## src/hdl/i2cms_pkg.sv

```systemverilog
`timescale 1ns / 1ps

package i2cms_pkg;

  localparam int BUFFER_DEPTH = 16;
  localparam int READ_MAX     = 16;
  localparam int ADDR_W       = $clog2(BUFFER_DEPTH);

  // request kinds
  localparam logic [1:0] REQ_LOAD   = 2'd0;
  localparam logic [1:0] REQ_BEGIN  = 2'd1;
  localparam logic [1:0] REQ_STATUS = 2'd2;

  // configuration register indexes
  localparam logic [1:0] CFG_SLAVE_ADDRESS = 2'd0;
  localparam logic [1:0] CFG_WRITE_LENGTH  = 2'd1;
  localparam logic [1:0] CFG_READ_LENGTH   = 2'd2;

  // bus controller status codes
  localparam logic [7:0] SC_START      = 8'h08;
  localparam logic [7:0] SC_RESTART    = 8'h10;
  localparam logic [7:0] SC_SLAW_ACK   = 8'h18;
  localparam logic [7:0] SC_SLAW_NACK  = 8'h20;
  localparam logic [7:0] SC_DATA_ACK   = 8'h28;
  localparam logic [7:0] SC_DATA_NACK  = 8'h30;
  localparam logic [7:0] SC_ARB_LOST   = 8'h38;
  localparam logic [7:0] SC_SLAR_ACK   = 8'h40;
  localparam logic [7:0] SC_SLAR_NACK  = 8'h48;
  localparam logic [7:0] SC_RXDATA_ACK = 8'h50;
  localparam logic [7:0] SC_RXDATA_NAK = 8'h58;

  // transfer status values
  localparam logic [2:0] TS_IDLE    = 3'd0;
  localparam logic [2:0] TS_PENDING = 3'd1;
  localparam logic [2:0] TS_DONE    = 3'd2;
  localparam logic [2:0] TS_NACK    = 3'd3;
  localparam logic [2:0] TS_ERROR   = 3'd4;

  // ack control values
  localparam logic [1:0] ACK_KEEP = 2'd0;
  localparam logic [1:0] ACK_ACK  = 2'd1;
  localparam logic [1:0] ACK_NACK = 2'd2;

  typedef struct packed {
    logic [2:0] status;
    logic [4:0] write_index;
    logic [4:0] read_index;
    logic [4:0] load_pointer;
  } seq_state_t;

  typedef struct packed {
    logic [7:0] slave_address;
    logic [4:0] write_length;
    logic [4:0] read_length;
  } seq_cfg_t;

  typedef struct packed {
    logic              we;
    logic [ADDR_W-1:0] addr;
    logic [7:0]        data;
  } store_wr_t;

  typedef struct packed {
    logic       tx_valid;
    logic [7:0] tx_byte;
    logic       start_request;
    logic       stop_request;
    logic       clear_start;
    logic [1:0] ack_control;
    logic       clear_interrupt;
    logic       rx_valid;
    logic [7:0] rx_data;
    logic [3:0] rx_index;
    logic [2:0] transfer_status;
  } seq_result_t;

endpackage

```

## src/hdl/i2cms_action.sv

```systemverilog
`timescale 1ns / 1ps

module i2cms_action (
  input  logic [1:0]            req_type,
  input  logic [7:0]            write_byte,
  input  logic [7:0]            status_code,
  input  logic [7:0]            rx_byte,
  input  i2cms_pkg::seq_cfg_t   cfg,
  input  i2cms_pkg::seq_state_t state,
  input  logic [7:0]            store_byte,
  output i2cms_pkg::seq_state_t state_next,
  output i2cms_pkg::store_wr_t  store_wr,
  output i2cms_pkg::seq_result_t result
);
  import i2cms_pkg::*;

  localparam logic [4:0] DEPTH5 = 5'(BUFFER_DEPTH);
  localparam logic [4:0] RMAX5  = 5'(READ_MAX);

  logic [4:0] eff_wlen;
  logic [4:0] eff_rlen;
  logic [4:0] rd_idx_after;

  assign eff_wlen = (cfg.write_length > DEPTH5) ? DEPTH5 : cfg.write_length;
  assign eff_rlen = (cfg.read_length > RMAX5) ? RMAX5 : cfg.read_length;

  always_comb begin
    state_next   = state;
    result       = '0;
    store_wr.we  = 1'b0;
    store_wr.addr = state.load_pointer[ADDR_W-1:0];
    store_wr.data = write_byte;
    rd_idx_after = state.read_index;

    case (req_type)
      REQ_LOAD: begin
        if (state.load_pointer < DEPTH5) begin
          store_wr.we = 1'b1;
          state_next.load_pointer = state.load_pointer + 5'd1;
        end
      end
      REQ_BEGIN: begin
        state_next.write_index  = '0;
        state_next.read_index   = '0;
        state_next.load_pointer = '0;
        state_next.status       = TS_IDLE;
        result.start_request    = 1'b1;
      end
      REQ_STATUS: begin
        case (status_code)
          SC_START: begin
            result.tx_valid        = 1'b1;
            result.tx_byte         = cfg.slave_address;
            result.clear_start     = 1'b1;
            result.clear_interrupt = 1'b1;
            state_next.status      = TS_PENDING;
          end
          SC_RESTART: begin
            result.tx_valid        = 1'b1;
            result.tx_byte         = cfg.slave_address | 8'h01;
            result.clear_start     = 1'b1;
            result.clear_interrupt = 1'b1;
          end
          SC_SLAW_ACK, SC_DATA_ACK: begin
            result.clear_interrupt = 1'b1;
            if (state.write_index < eff_wlen && state.write_index < DEPTH5) begin
              result.tx_valid        = 1'b1;
              result.tx_byte         = store_byte;
              state_next.write_index = state.write_index + 5'd1;
            end else if (eff_rlen != 5'd0) begin
              result.start_request = 1'b1;
            end else begin
              state_next.status   = TS_DONE;
              result.stop_request = 1'b1;
            end
          end
          SC_SLAW_NACK, SC_DATA_NACK, SC_SLAR_NACK: begin
            result.stop_request    = 1'b1;
            result.clear_interrupt = 1'b1;
            state_next.status      = TS_NACK;
          end
          SC_ARB_LOST: begin
            result.clear_interrupt = 1'b1;
            state_next.status      = TS_ERROR;
          end
          SC_SLAR_ACK: begin
            result.ack_control     = (eff_rlen == 5'd1) ? ACK_NACK : ACK_ACK;
            result.clear_interrupt = 1'b1;
          end
          SC_RXDATA_ACK, SC_RXDATA_NAK: begin
            result.clear_interrupt = 1'b1;
            if (state.read_index < eff_rlen) begin
              result.rx_valid = 1'b1;
              result.rx_data  = rx_byte;
              result.rx_index = state.read_index[3:0];
              rd_idx_after    = state.read_index + 5'd1;
            end
            state_next.read_index = rd_idx_after;
            if (status_code == SC_RXDATA_ACK) begin
              // ACK until every requested byte has been received, then NACK
              result.ack_control = (rd_idx_after < eff_rlen) ? ACK_ACK : ACK_NACK;
            end else begin
              state_next.status   = TS_DONE;
              result.stop_request = 1'b1;
            end
          end
          default: begin
          end
        endcase
      end
      default: begin
      end
    endcase

    result.transfer_status = state_next.status;
  end

endmodule

```

## src/hdl/i2c_master_transfer_sequencer.sv

```systemverilog
`timescale 1ns / 1ps

// I2C master write-then-read sequencer. Each accepted item (load byte, begin
// transfer, or controller status event) yields exactly one result item in the
// next cycle, holding the controller actions for that item and the transfer
// status after it. One item is taken every cycle unless in_stall holds it; the
// single result register is the only stage, so in_stall follows out_stall
// while a result is held. Write bytes live in a 16-entry byte buffer; the byte
// at the write index the next item will see is read ahead into a register, so
// it is ready on time. cfg_ready is always high; configure only while idle.
module i2c_master_transfer_sequencer (
  input  logic       clk,
  input  logic       rst,
  input  logic       cfg_valid,
  output logic       cfg_ready,
  input  logic [1:0] cfg_index,
  input  logic [7:0] cfg_data,
  input  logic       in_valid,
  output logic       in_stall,
  input  logic [1:0] req_type,
  input  logic [7:0] write_byte,
  input  logic [7:0] status_code,
  input  logic [7:0] rx_byte,
  output logic       out_valid,
  input  logic       out_stall,
  output logic       tx_valid,
  output logic [7:0] tx_byte,
  output logic       start_request,
  output logic       stop_request,
  output logic       clear_start,
  output logic [1:0] ack_control,
  output logic       clear_interrupt,
  output logic       rx_valid,
  output logic [7:0] rx_data,
  output logic [3:0] rx_index,
  output logic [2:0] transfer_status
);
  import i2cms_pkg::*;

  seq_cfg_t          cfg;
  seq_state_t        state;
  seq_state_t        state_next;
  store_wr_t         store_wr;
  seq_result_t       result_next;
  seq_result_t       res;
  logic [7:0]        write_store [BUFFER_DEPTH];
  logic              in_fire;
  logic [ADDR_W-1:0] rd_addr;
  logic [7:0]        store_byte;

  assign cfg_ready = 1'b1;
  assign in_stall  = out_valid && out_stall;
  assign in_fire   = in_valid && !in_stall;

  always_ff @(posedge clk) begin
    if (rst) begin
      cfg <= '0;
    end else if (cfg_valid && cfg_ready) begin
      case (cfg_index)
        CFG_SLAVE_ADDRESS: cfg.slave_address <= cfg_data;
        CFG_WRITE_LENGTH:  cfg.write_length  <= cfg_data[4:0];
        CFG_READ_LENGTH:   cfg.read_length   <= cfg_data[4:0];
        default: begin
        end
      endcase
    end
  end

  i2cms_action u_action (
    .req_type    (req_type),
    .write_byte  (write_byte),
    .status_code (status_code),
    .rx_byte     (rx_byte),
    .cfg         (cfg),
    .state       (state),
    .store_byte  (store_byte),
    .state_next  (state_next),
    .store_wr    (store_wr),
    .result      (result_next)
  );

  // write index the state holds after this edge
  assign rd_addr = rst ? '0 :
                   in_fire ? state_next.write_index[ADDR_W-1:0] :
                             state.write_index[ADDR_W-1:0];

  always_ff @(posedge clk) begin
    if (in_fire && store_wr.we) begin
      write_store[store_wr.addr] <= store_wr.data;
    end
    // a load into the entry being fetched is passed straight through
    if (in_fire && store_wr.we && store_wr.addr == rd_addr) begin
      store_byte <= store_wr.data;
    end else begin
      store_byte <= write_store[rd_addr];
    end
  end

  always_ff @(posedge clk) begin
    if (rst) begin
      state     <= '0;
      out_valid <= 1'b0;
    end else begin
      if (in_fire) begin
        state     <= state_next;
        out_valid <= 1'b1;
      end else if (!out_stall) begin
        out_valid <= 1'b0;
      end
    end
  end

  always_ff @(posedge clk) begin
    if (in_fire) begin
      res <= result_next;
    end
  end

  assign tx_valid        = res.tx_valid;
  assign tx_byte         = res.tx_byte;
  assign start_request   = res.start_request;
  assign stop_request    = res.stop_request;
  assign clear_start     = res.clear_start;
  assign ack_control     = res.ack_control;
  assign clear_interrupt = res.clear_interrupt;
  assign rx_valid        = res.rx_valid;
  assign rx_data         = res.rx_data;
  assign rx_index        = res.rx_index;
  assign transfer_status = res.transfer_status;

  a_load_bound: assert property (@(posedge clk) disable iff (rst)
    state.load_pointer <= 5'(BUFFER_DEPTH))
    else $error("load pointer past buffer end");

  a_read_bound: assert property (@(posedge clk) disable iff (rst)
    state.read_index <= 5'(READ_MAX))
    else $error("read index past read limit");

  a_fire_result: assert property (@(posedge clk) disable iff (rst)
    in_fire |=> out_valid)
    else $error("accepted item gave no result");

  a_begin_result: assert property (@(posedge clk) disable iff (rst)
    in_fire && req_type == REQ_BEGIN |=> start_request && transfer_status == TS_IDLE)
    else $error("begin item result wrong");

  a_status_match: assert property (@(posedge clk) disable iff (rst)
    out_valid |-> transfer_status == state.status)
    else $error("result status differs from state");

endmodule
```

## config.mk

```make
export PLATFORM = sky130hd
export DESIGN_NAME = i2c_master_transfer_sequencer
export DESIGN_NICKNAME = d
export VERILOG_FILES = /design/src/hdl/i2cms_pkg.sv /design/src/hdl/i2cms_action.sv /design/src/hdl/i2c_master_transfer_sequencer.sv
export SDC_FILE = /design/constraint.sdc
export NUM_CORES = 1
export LEC_CHECK = 0
export CAP_MARGIN = 40
export CORE_MARGIN = 10
export CORE_UTILIZATION = 50
export DETAILED_ROUTE_END_ITERATION = 6
export DONT_BUFFER_PORTS = 1
export SKIP_CTS_REPAIR_TIMING = 1
export SLEW_MARGIN = 25
export SYNTH_ARGS = -nofsm -noshare
export SYNTH_HDL_FRONTEND = slang
export SYNTH_SLANG_ARGS = --single-unit
```

## constraint.sdc

```tcl
create_clock -name clk -period 7.6 [get_ports clk]
set_input_delay 0 -clock clk [delete_from_list [all_inputs] [get_ports clk]]
set_output_delay 0 -clock clk [all_outputs]
set_load 0.01 [all_outputs]
```

After elaboration in Yosys (flattened, before gate mapping)
Memory sizes are Yosys's and may differ from the RTL's. A register that Yosys moved wholly into a read port is not among the register bits.
Cells that the tools add are included.
{"block": "op_classes", "eq_ne": 21, "order_cmp": 7, "n_mux": 39, "add_sub_neg": 3, "n_reduce_logical": 23}
{"op": "5-bit two-way mux", "n": 9}
{"op": "8-bit by 6-bit equality test with 1-bit output (second input constant)", "n": 4}
{"op": "8-bit by 7-bit equality test with 1-bit output (second input constant)", "n": 4}
{"op": "9-bit one-hot mux with 3 select lines", "n": 1}
{"op": "13-bit one-hot mux with 2 select lines", "n": 1}
{"op": "8-bit by 5-bit equality test with 1-bit output (second input constant)", "n": 2}
{"op": "5-bit by 1-bit adder with 5-bit output (second input constant)", "n": 3}
{"op": "5-bit < comparator", "n": 3}
{"op": "3-bit one-hot mux with 5 select lines", "n": 1}
{"op": "13-bit two-way mux", "n": 1}
{"op": "1-bit two-way mux", "n": 12}
{"op": "11-bit OR reduction", "n": 1}
{"op": "5-bit > comparator (second input constant)", "n": 2}
{"op": "5-bit < comparator (second input constant)", "n": 2}
{"op": "5-bit one-hot mux with 2 select lines", "n": 1}
{"op": "3-bit two-way mux", "n": 3}
{"op": "9-bit two-way mux", "n": 1}
{"op": "3-bit AND reduction", "n": 3}
{"op": "8-bit by 4-bit equality test with 1-bit output (second input constant)", "n": 1}
{"op": "2-bit two-way mux", "n": 4}
{"op": "4-bit two-way mux", "n": 2}
{"op": "2-bit AND reduction", "n": 4}
{"op": "2-bit by 1-bit != test with 1-bit output (second input constant)", "n": 3}
{"op": "2-bit OR reduction", "n": 3}
{"op": "other kinds (14)", "n": 22}
{"block": "totals", "out_inout_bits": 34, "inputBits": 41, "memories": 1, "regBits": 68, "ramBits": 128}
{"memory": "write_store", "depth": 16, "width": 8, "rd": 1, "rd_clocked_by_memory_dff": 1, "wr": 1, "line": "i2c_master_transfer_sequencer.sv:46", "text": "logic [7:0] write_store [BUFFER_DEPTH];"}

Depth between registers and ports, before layout
Gate-level depths: netlist of the first run.
{"block": "depth", "word_depth": 10, "mapped_depth": 13, "mapped_depth_nobuf": 13}

By module
Synthesis of the first run repeated with hierarchy kept, for this count alone.
{"block": "unflattened", "hier_cells": 636, "area_unflattened_um2": 8972.4}
{"module": "i2c_master_transfer_sequencer", "cells_per_inst": 402, "instances": 1, "area_each_um2": 7319.5}
{"module": "i2cms_action", "cells_per_inst": 234, "instances": 1, "area_each_um2": 1652.8}

Worst setup path before layout of the first run
Ideal clock, no wire load.
{"block": "synth_timing", "path_kind": "register to register", "from": "register, netlist name cfg[4]", "to": "register res (netlist bit ack_control[1]), data pin", "slack_ns": 4.697, "stages_incl_launch_ff": 14, "period_less_slack_ns": 2.903, "required_time_ns": 7.341, "setup_time_ns": 0.259, "arrival_ns": 2.644, "path_cell_list": "dfxtp_1 > inv_1 > nand2_1 > ha_1 > o21a_1 > or2_2 > a21boi_1 > nand3_1 > xnor2_1 > ha_1 > and4_1 > o21ai_0 > nor3_1 > a211o_1"}
{"block": "synth_via", "elab_chain_len": 10, "elab_cells_between_ends": 12, "cone_classes": "3 x order compare; 1 x eq/ne; 8 x mux"}
{"element": "5-bit > comparator", "line": "i2cms_action.sv:25", "text": "assign eff_rlen = (cfg.read_length > RMAX5) ? RMAX5 : cfg.read_length;"}
{"element": "5-bit two-way mux (*)", "line": "i2cms_action.sv:25"}
{"element": "5-bit < comparator", "line": "i2cms_action.sv:92", "text": "if (state.read_index < eff_rlen) begin"}
{"element": "5-bit two-way mux", "line": "i2cms_action.sv:92"}
{"element": "5-bit two-way mux", "line": "i2cms_action.sv:50", "text": "case (status_code)"}
{"element": "5-bit two-way mux", "line": "i2cms_action.sv:35", "text": "case (req_type)"}
{"element": "5-bit < comparator", "line": "i2cms_action.sv:101", "text": "result.ack_control = (rd_idx_after < eff_rlen) ? ACK_ACK : ACK_NACK;"}
{"element": "2-bit two-way mux", "line": "i2cms_action.sv:101"}
{"element": "2-bit two-way mux", "line": "i2cms_action.sv:99", "text": "if (status_code == SC_RXDATA_ACK) begin"}
{"element": "2-bit one-hot mux with 2 select lines (*)", "line": "i2cms_action.sv:50"}
{"element": "end signal, assigned", "line": "i2c_master_transfer_sequencer.sv:115", "text": "res <= result_next;"}
{"element": "end, declared", "line": "i2c_master_transfer_sequencer.sv:45", "text": "seq_result_t res;"}
Mark *: on every way between the ends. The rest lies on a longest branch, timed or not. The select of a mux whose other input is x is not followed.
A chain may end at the register's enable or synchronous reset.

Worst setup path after layout of the first run
{"block": "layout_timing", "from": "register, netlist name cfg[4]", "to": "register res (netlist bit ack_control[1]), data pin"}
{"block": "layout_via", "elab_chain_len": 10, "elab_cells_between_ends": 12, "cone_classes": "3 x order compare; 1 x eq/ne; 8 x mux"}
{"element": "5-bit > comparator", "line": "i2cms_action.sv:25"}
{"element": "5-bit two-way mux (*)", "line": "i2cms_action.sv:25"}
{"element": "5-bit < comparator", "line": "i2cms_action.sv:92"}
{"element": "5-bit two-way mux", "line": "i2cms_action.sv:92"}
{"element": "5-bit two-way mux", "line": "i2cms_action.sv:50"}
{"element": "5-bit two-way mux", "line": "i2cms_action.sv:35"}
{"element": "5-bit < comparator", "line": "i2cms_action.sv:101"}
{"element": "2-bit two-way mux", "line": "i2cms_action.sv:101"}
{"element": "2-bit two-way mux", "line": "i2cms_action.sv:99"}
{"element": "2-bit one-hot mux with 2 select lines (*)", "line": "i2cms_action.sv:50"}
Marks and branches as above.

==> results.txt, run 1 <==
Die Area -> 0.02303 sq mm
most used flip-flop cell after synthesis -> edfxtp_1
failing checks -> negative hold slack
Yosys top cell by area -> edfxtp_1
CTS tree -> done
largest net degree at the start of global routing -> 39
endpoint of the worst register-to-register path -> ack_control[1]
Ports -> 75
top cells by area, synth -> edfxtp_1, dfxtp_1, mux4_2
drt wl/cell -> 21.49 um
FP Rows -> 48
GRT Total Usage -> 0.1670
first-pass GRT wire length -> 28750 um
post-synthesis sequential element count -> 200
Finished Layout Cells -> 882
drt total wl -> 18960 um
max cap viols -> 0
Crit. End Element -> flip-flop
Inst Count DP -> 806
layout cells sized above 1 -> 0.1476
Reg clk slew, reported paths -> 0.07 ns
RSZ-0062 raised after global routing -> false
status -> complete, but fails checks
clk_skew -> 0.01038 ns
Seq/Total Area, Yosys -> 0.6446
Critical Path End -> ack_control[1]
initial antenna violation count -> 0
Final GP Congestion -> 0.8653
Slew @ Worst Pin -> 0.8779 ns
HP Start -> status_code[4]
area delta synth->final -> 15.31%
Tcrit/Tclk final -> 0.4376
# DRC -> 0
Port Buffers -> 0
Worst Hold Depth -> 2
cts bufs inserted -> 17
Max Fclk -> 300.7 MHz
Critical R2R Launch -> cfg[4]
vias per cell -> 5.841
syn nets -> 661
initial core utilization -> 0.5054
Slew headroom -> 0.4086
Yosys top cell area share -> 0.5500
Post-DP HPWL -> 12860 um
count leader, synth -> edfxtp_1
GRT overflow -> 0
final hold violation count -> 4
Root Driver -> clkbuf_16
Setup crit start kind -> flip-flop
r2r worst-path depth -> 13
Commonest cells post-synth -> edfxtp_1, dfxtp_1, nor2_1
internal reg-to-reg setup slack -> 4.27 ns
DIE WIDTH -> 151.8 um
via count -> 5152
critical path class -> flip-flop to flip-flop
Slew Viols, Final -> 0
Power per Cell Area -> 224.9 mW/mm^2
endpoint arrival time on the critical path -> 3.52 ns
Die Y -> 151.8 um
WHS -> -0.02837 ns
Worst EP required -> 7.80 ns
Cell Area, Synth -> 0.008681 sq mm
CTS Buffer Depth -> 2
Synth async-reset ratio -> 0
number of synthesized flops with an enable pin -> 159
endpoints failing setup -> 0
CP startpoint -> cfg[4]
YS warnings -> 0
DRT iter0 DRCs -> 379
vias in the first global route -> 5133
first-pass detailed-route iteration total -> 5
n_diodes -> 0
final setup TNS -> 0 ns
Hold WC Path Type -> input port to flip-flop
Skew-Pair Late Insertion Delay -> 0.44 ns
Netlist cell types -> 60
Avg Inst Size Synth -> 14.49 sq um
Sink Count -> 200
Total Power -> 2.251 mW
Period minus WS final -> 3.326 ns
Routed Antenna Nets -> 0
core box area -> 0.01718 sq mm
LEAKAGE -> 3.398 nW
H-tree depth -> 4
Worst VDD drop -> 0.1741 mV
final net count -> 706
CP max FO -> 6
Syn Inst Count -> 599
-- power by group --
group          switching, mW  internal [mW]  total (mW)
Combinational         0.0580         0.0359      0.0939
Clock                  0.401          0.553       0.954
Sequential            0.0108           1.19        1.20
Total                  0.470           1.78        2.25
-- kinds of logic after synthesis --
| kind of cell | count (synthesis) | synth area share |
|---|---|---|
| DFF | 200 | 0.6446 |
| muxes | 61 | 0.1166 |
| adders and majority gates | 21 | 0.03027 |
| AOI/OAI and AO/OA | 95 | 0.07611 |
| xor gates and xnor gates | 5 | 0.005044 |
| and+or+nand+nor | 168 | 0.1036 |
| other | 1 | 0.0004320 |
| buffers and inverters | 48 | 0.02335 |
-- critical path, cell delays in order, from the launching register on --
cell	delay (ns)
dfxtp_1	0.36
inv_1	0.14
nand2_1	0.10
ha_1	0.21
nor4b_1	0.28
o21ai_0	0.26
a21boi_1	0.48
nand3_1	0.16
xnor2_1	0.22
ha_1	0.27
and4_1	0.20
o21ai_0	0.11
nor3_1	0.08
a211o_1	0.22
-- how the worst min path moves through the flow --
| stage | end | slack (ns) |
|---|---|---|
| after floorplan | write_store[0][0] | 0.1 |
| after global placement | state[17] | 0.08 |
| after detailed placement | state[3] | 0.08 |
| after CTS | state[3] | -0.38 |
| after global routing | stop_request | 0.004 |
| final | stop_request | -0.03 |
-- per-stage QoR --
step | util | setup slack (ns) | area (sq um)
after global routing | 0.5828 | 4.012 | 10010
after floorplan | - | 4.697 | 8681
after detailed placement | 0.5205 | 4.327 | 8941
final | 0.5828 | 4.274 | 10010
after CTS | 0.5567 | 4.297 | 9562
after global placement | 0.5149 | 4.459 | 8845
-- layer usage --
layer  GRT usage  vias up  wire [um]
met3     0.04069       37        920
met5           0        -          0
met2      0.2809      152       9616
met1      0.1961     2553       7822
met4     0.08294        0        596
li1            -     2410          -
-- registers in the layout, summed over array words and instances (netlist names), named ones only --
name             flops
ack_control          2
cfg                 18
clear_interrupt      1
clear_start          1
out_valid            1
rx_data              8
rx_index             4
rx_valid             1
start_request        1
state               18
stop_request         1
transfer_status      3
tx_byte              8
tx_valid             1
write_store        128
-- final cells by class --
cell class | count | area [sq um]
Fill cell | 1374 | 7167
Clock inverter | 15 | 195.2
Tap cell | 225 | 281.5
Multi-Input combinational cell | 351 | 2903
Inverter | 17 | 63.81
Sequential cell | 200 | 5597
Clock buffer | 17 | 425.4
Timing Repair Buffer | 57 | 544.3
-- layout by cell type (no fill, tap or decap), types with 17 or more instances in the layout --
| master | synthesis | layout |
|---|---|---|
| nor2_1 | 40 | 40 |
| mux4_2 | 32 | 32 |
| and2_1 | 17 | 17 |
| dfxtp_1 | 41 | 40 |
| dlygate4sd3_1 | 0 | 37 |
| ha_1 | 21 | 21 |
| clkbuf_16 | 0 | 17 |
| a21oi_1 | 20 | 20 |
| edfxtp_1 | 159 | 159 |
| mux2i_1 | 28 | 28 |
| nand2_1 | 32 | 32 |
No activity file was read; power rests on OpenSTA's default activity.
==> run 2, diff against run 1 <==
==> constraint.sdc (replaced) <==
create_clock -name clk -period 3.1 [get_ports clk]
set_input_delay 0 -clock clk [delete_from_list [all_inputs] [get_ports clk]]
set_output_delay 0 -clock clk [all_outputs]
set_load 0.01 [all_outputs]
==> run 2 against run 1 <==
  * The run still ends with negative hold slack left
  * Worst hold slack gained 0.018 ns
  * Cell area grew 0.75%
  * Clock power grew 130%
  * Non-clock buffer count grew 14
  * Register-to-register slack lost 4.1 ns
  * Fmax grew 14%
  * Cell count grew 1.6%
  * Combinational power grew to 2.5 times the previous value
  * Power grew 140%
  * Worst setup slack lost 4.1 ns
  * Flip-flop and latch count is the same
==> results.txt, run 2 (synthesis gave the netlist of run 1 again) <==
DRT iter0 DRCs -> 337 (-11%)
Period minus WS final -> 2.920 ns (-0.4065 ns)
Internal Power -> 4.158 mW (+130%)
critical path class -> flip-flop to flip-flop
first-pass GRT wire length -> 28790 um (+0.17%)
multi-input logic area -> 0.002899 sq mm (-0.13%)
# DRC -> 0 (unchanged)
vias per cell -> 5.794 (-0.82%)
Total Power -> 5.371 mW (+140%)
CP max FO -> 6 (unchanged)
core box area -> 0.01718 sq mm (unchanged)
Worst VDD drop -> 0.4559 mV (+160%)
area delta synth->final -> 16.17%
Worst Hold Depth -> 2 (unchanged)
final net count -> 720 (+2.0%)
Sink Count -> 200 (unchanged)
largest net degree at the start of global routing -> 35 (-10%)
Crit. End Element -> flip-flop
Power per Cell Area -> 532.6 mW/mm^2 (+140%)
CTS tree -> done
vias in the first global route -> 5234 (+2.0%)
Skew-Pair Late Insertion Delay -> 0.43 ns (about the same)
drt total wl -> 19090 um (+0.72%)
Root Driver -> clkbuf_16
H-tree depth -> 4 (unchanged)
Slew headroom -> 0.4427 (+0.03408)
Setup crit start kind -> flip-flop
clock group share of total power -> 0.406 (-0.018)
Tcrit/Tclk final -> 0.9418 (+0.5042)
initial core utilization -> 0.5054 (unchanged)
layout cells sized above 1 -> 0.1624 (+0.01480)
endpoint of the worst register-to-register path -> ack_control[1]
FP Rows -> 48 (unchanged)
status -> complete, but fails checks
Worst Hold End -> stop_request
via count -> 5191 (+0.76%)
most frequent cells in the layout -> edfxtp_1, dlygate4sd3_1, nor2_1
switching power -> 1.213 mW (+160%)
failing checks -> negative hold slack
Final GP Congestion -> 0.8975 (+3.7%)
CP peak stage delay -> 0.36 ns (-0.12 ns)
Max Fclk -> 342.5 MHz (+14%)
HP Start -> status_code[4]
max reg flops -> 128 (unchanged)
Slew Viols, Final -> 0 (unchanged)
drt wl/cell -> 21.31 um (-0.85%)
Ports -> 75 (unchanged)
Worst EP required -> 3.28 ns (-4.52 ns)
first-pass detailed-route iteration total -> 5 (unchanged)
Hold WC Path Type -> input port to flip-flop
internal reg-to-reg setup slack -> 0.18 ns (-4.09 ns)
Die Y -> 151.8 um (unchanged)
Die Area -> 0.02303 sq mm (unchanged)
Finished Layout Cells -> 896 (+1.6%)
Port Buffers -> 0 (unchanged)
GRT Total Usage -> 0.1652 (-0.001824)
CTS Buffer Depth -> 2 (unchanged)
clk_skew -> 0.007862 ns (-0.002518 ns)
Slew @ Worst Pin -> 0.8273 ns (-0.05059 ns)
Crit-path slowest cell -> dfxtp_2
endpoints failing setup -> 0 (unchanged)
Flop pwr share -> 0.549 (+0.014)
Reg clk slew, reported paths -> 0.07 ns (about the same)
DIE WIDTH -> 151.8 um (unchanged)
WHS -> -0.01076 ns (+0.01762 ns)
max cap viols -> 0 (unchanged)
Seq. cell area -> 0.005598 sq mm (about the same)
Sw Ratio -> 0.2258 (+0.01696)
Routed Antenna Nets -> 0 (unchanged)
GRT overflow -> 0 (unchanged)
endpoint arrival time on the critical path -> 3.10 ns (-0.42 ns)
logic gate share of total power -> 0.044 (+0.002)
CP startpoint -> cfg[4]
fillers -> 1388 (+1.0%)
most flop-heavy register -> write_store
Largest regs -> write_store x128, cfg x18, state x18
final hold violation count -> 1 (-3)
cts bufs inserted -> 17 (unchanged)
commonest non-fill, non-tap cell in the layout -> edfxtp_1
Post-DP HPWL -> 12970 um (+0.87%)
CP cell instances -> inv_2 -> nand2_1 -> ha_1 -> o21a_1 -> or2_2 -> nand2_1 -> mux2_2 -> ha_1 -> a21oi_1 -> nor2b_1 -> o21ai_1 -> nand2b_1 -> a211o_1
initial antenna violation count -> 0 (unchanged)
Inst Count DP -> 821 (+1.9%)
r2r worst-path depth -> 13 (unchanged)
n_diodes -> 0 (unchanged)
Critical R2R Launch -> cfg[4]
LEAKAGE -> 3.444 nW (+1.3%)
==> run 2: changes by cell type in the layout (fill, tap and decap cells not counted), sizes merged <==
cell         before  now
bufinv            4    1
inv              22   25
dlygate4sd3      37   41
buf              20   30
==> run 2: critical path, delay by kind of cell, from the launching register on <==
family                   cells  cell delay [ns]
adder cells (fa/ha/maj)      2             0.46
flip-flops                   1             0.36
buffers and inverters        1             0.09
AND/OR/NAND/NOR              5             0.69
multiplexers                 1             0.36
AO/OA/AOI/OAI                4             0.72
==> run 2: stage by stage <==
step	hold slack, ns	TNS, ns	setup WS (ns)	instance area (sq um)	util
3_5_place_dp	0.08115	0	0.03240	9052	0.5270
6_report	-0.01076	0	0.1804	10080	0.5871
5_1_grt	0.006081	-0.01415	-0.01415	10080	0.5871
4_1_cts	-0.3804	0	0.02324	9634	0.5609
3_3_place_gp	0.07661	0	0.1588	9037	0.5262
2_1_floorplan	0.09887	0	0.1974	8681	-
==> run 2: power by group through the flow <==
stage          registers, mW  clock network, mW  logic [mW]
2_1_floorplan           3.00                  0       0.127
3_3_place_gp            3.01                  0       0.153
3_5_place_dp            3.01                  0       0.157
4_1_cts                 2.95               2.23       0.159
5_1_grt                 2.95               2.33       0.264
6_report                2.95               2.18       0.239
==> run 2: area by class of cell <==
type                       instances  share of cell area
clock buffer                      17             0.04218
clock inverter                    15             0.01551
inverter                          17            0.006328
multi-input combinational        351              0.2875
sequential                       200              0.5551
tap                              225             0.02792
timing repair buffer              71             0.06551
==> run 2: how the worst max path moves through the flow <==
stage,end,cells past startpoint
2_1_floorplan,ack_control[1],13
3_3_place_gp,ack_control[1],13
3_5_place_dp,ack_control[1],13
4_1_cts,ack_control[1],13
5_1_grt,ack_control[1],13
6_report,ack_control[1],13
==> run 2: per-layer routing <==
layer | up-vias | part of all wire | wire (um) | GRT usage
li1 | 2426 | - | - | -
met1 | 2579 | 0.41 | 7869 | 0.1946
met4 | 0 | 0.024 | 449 | 0.06435
met2 | 160 | 0.52 | 9841 | 0.2866
met3 | 26 | 0.049 | 932 | 0.03861
met5 | - | 0 | 0 | 0
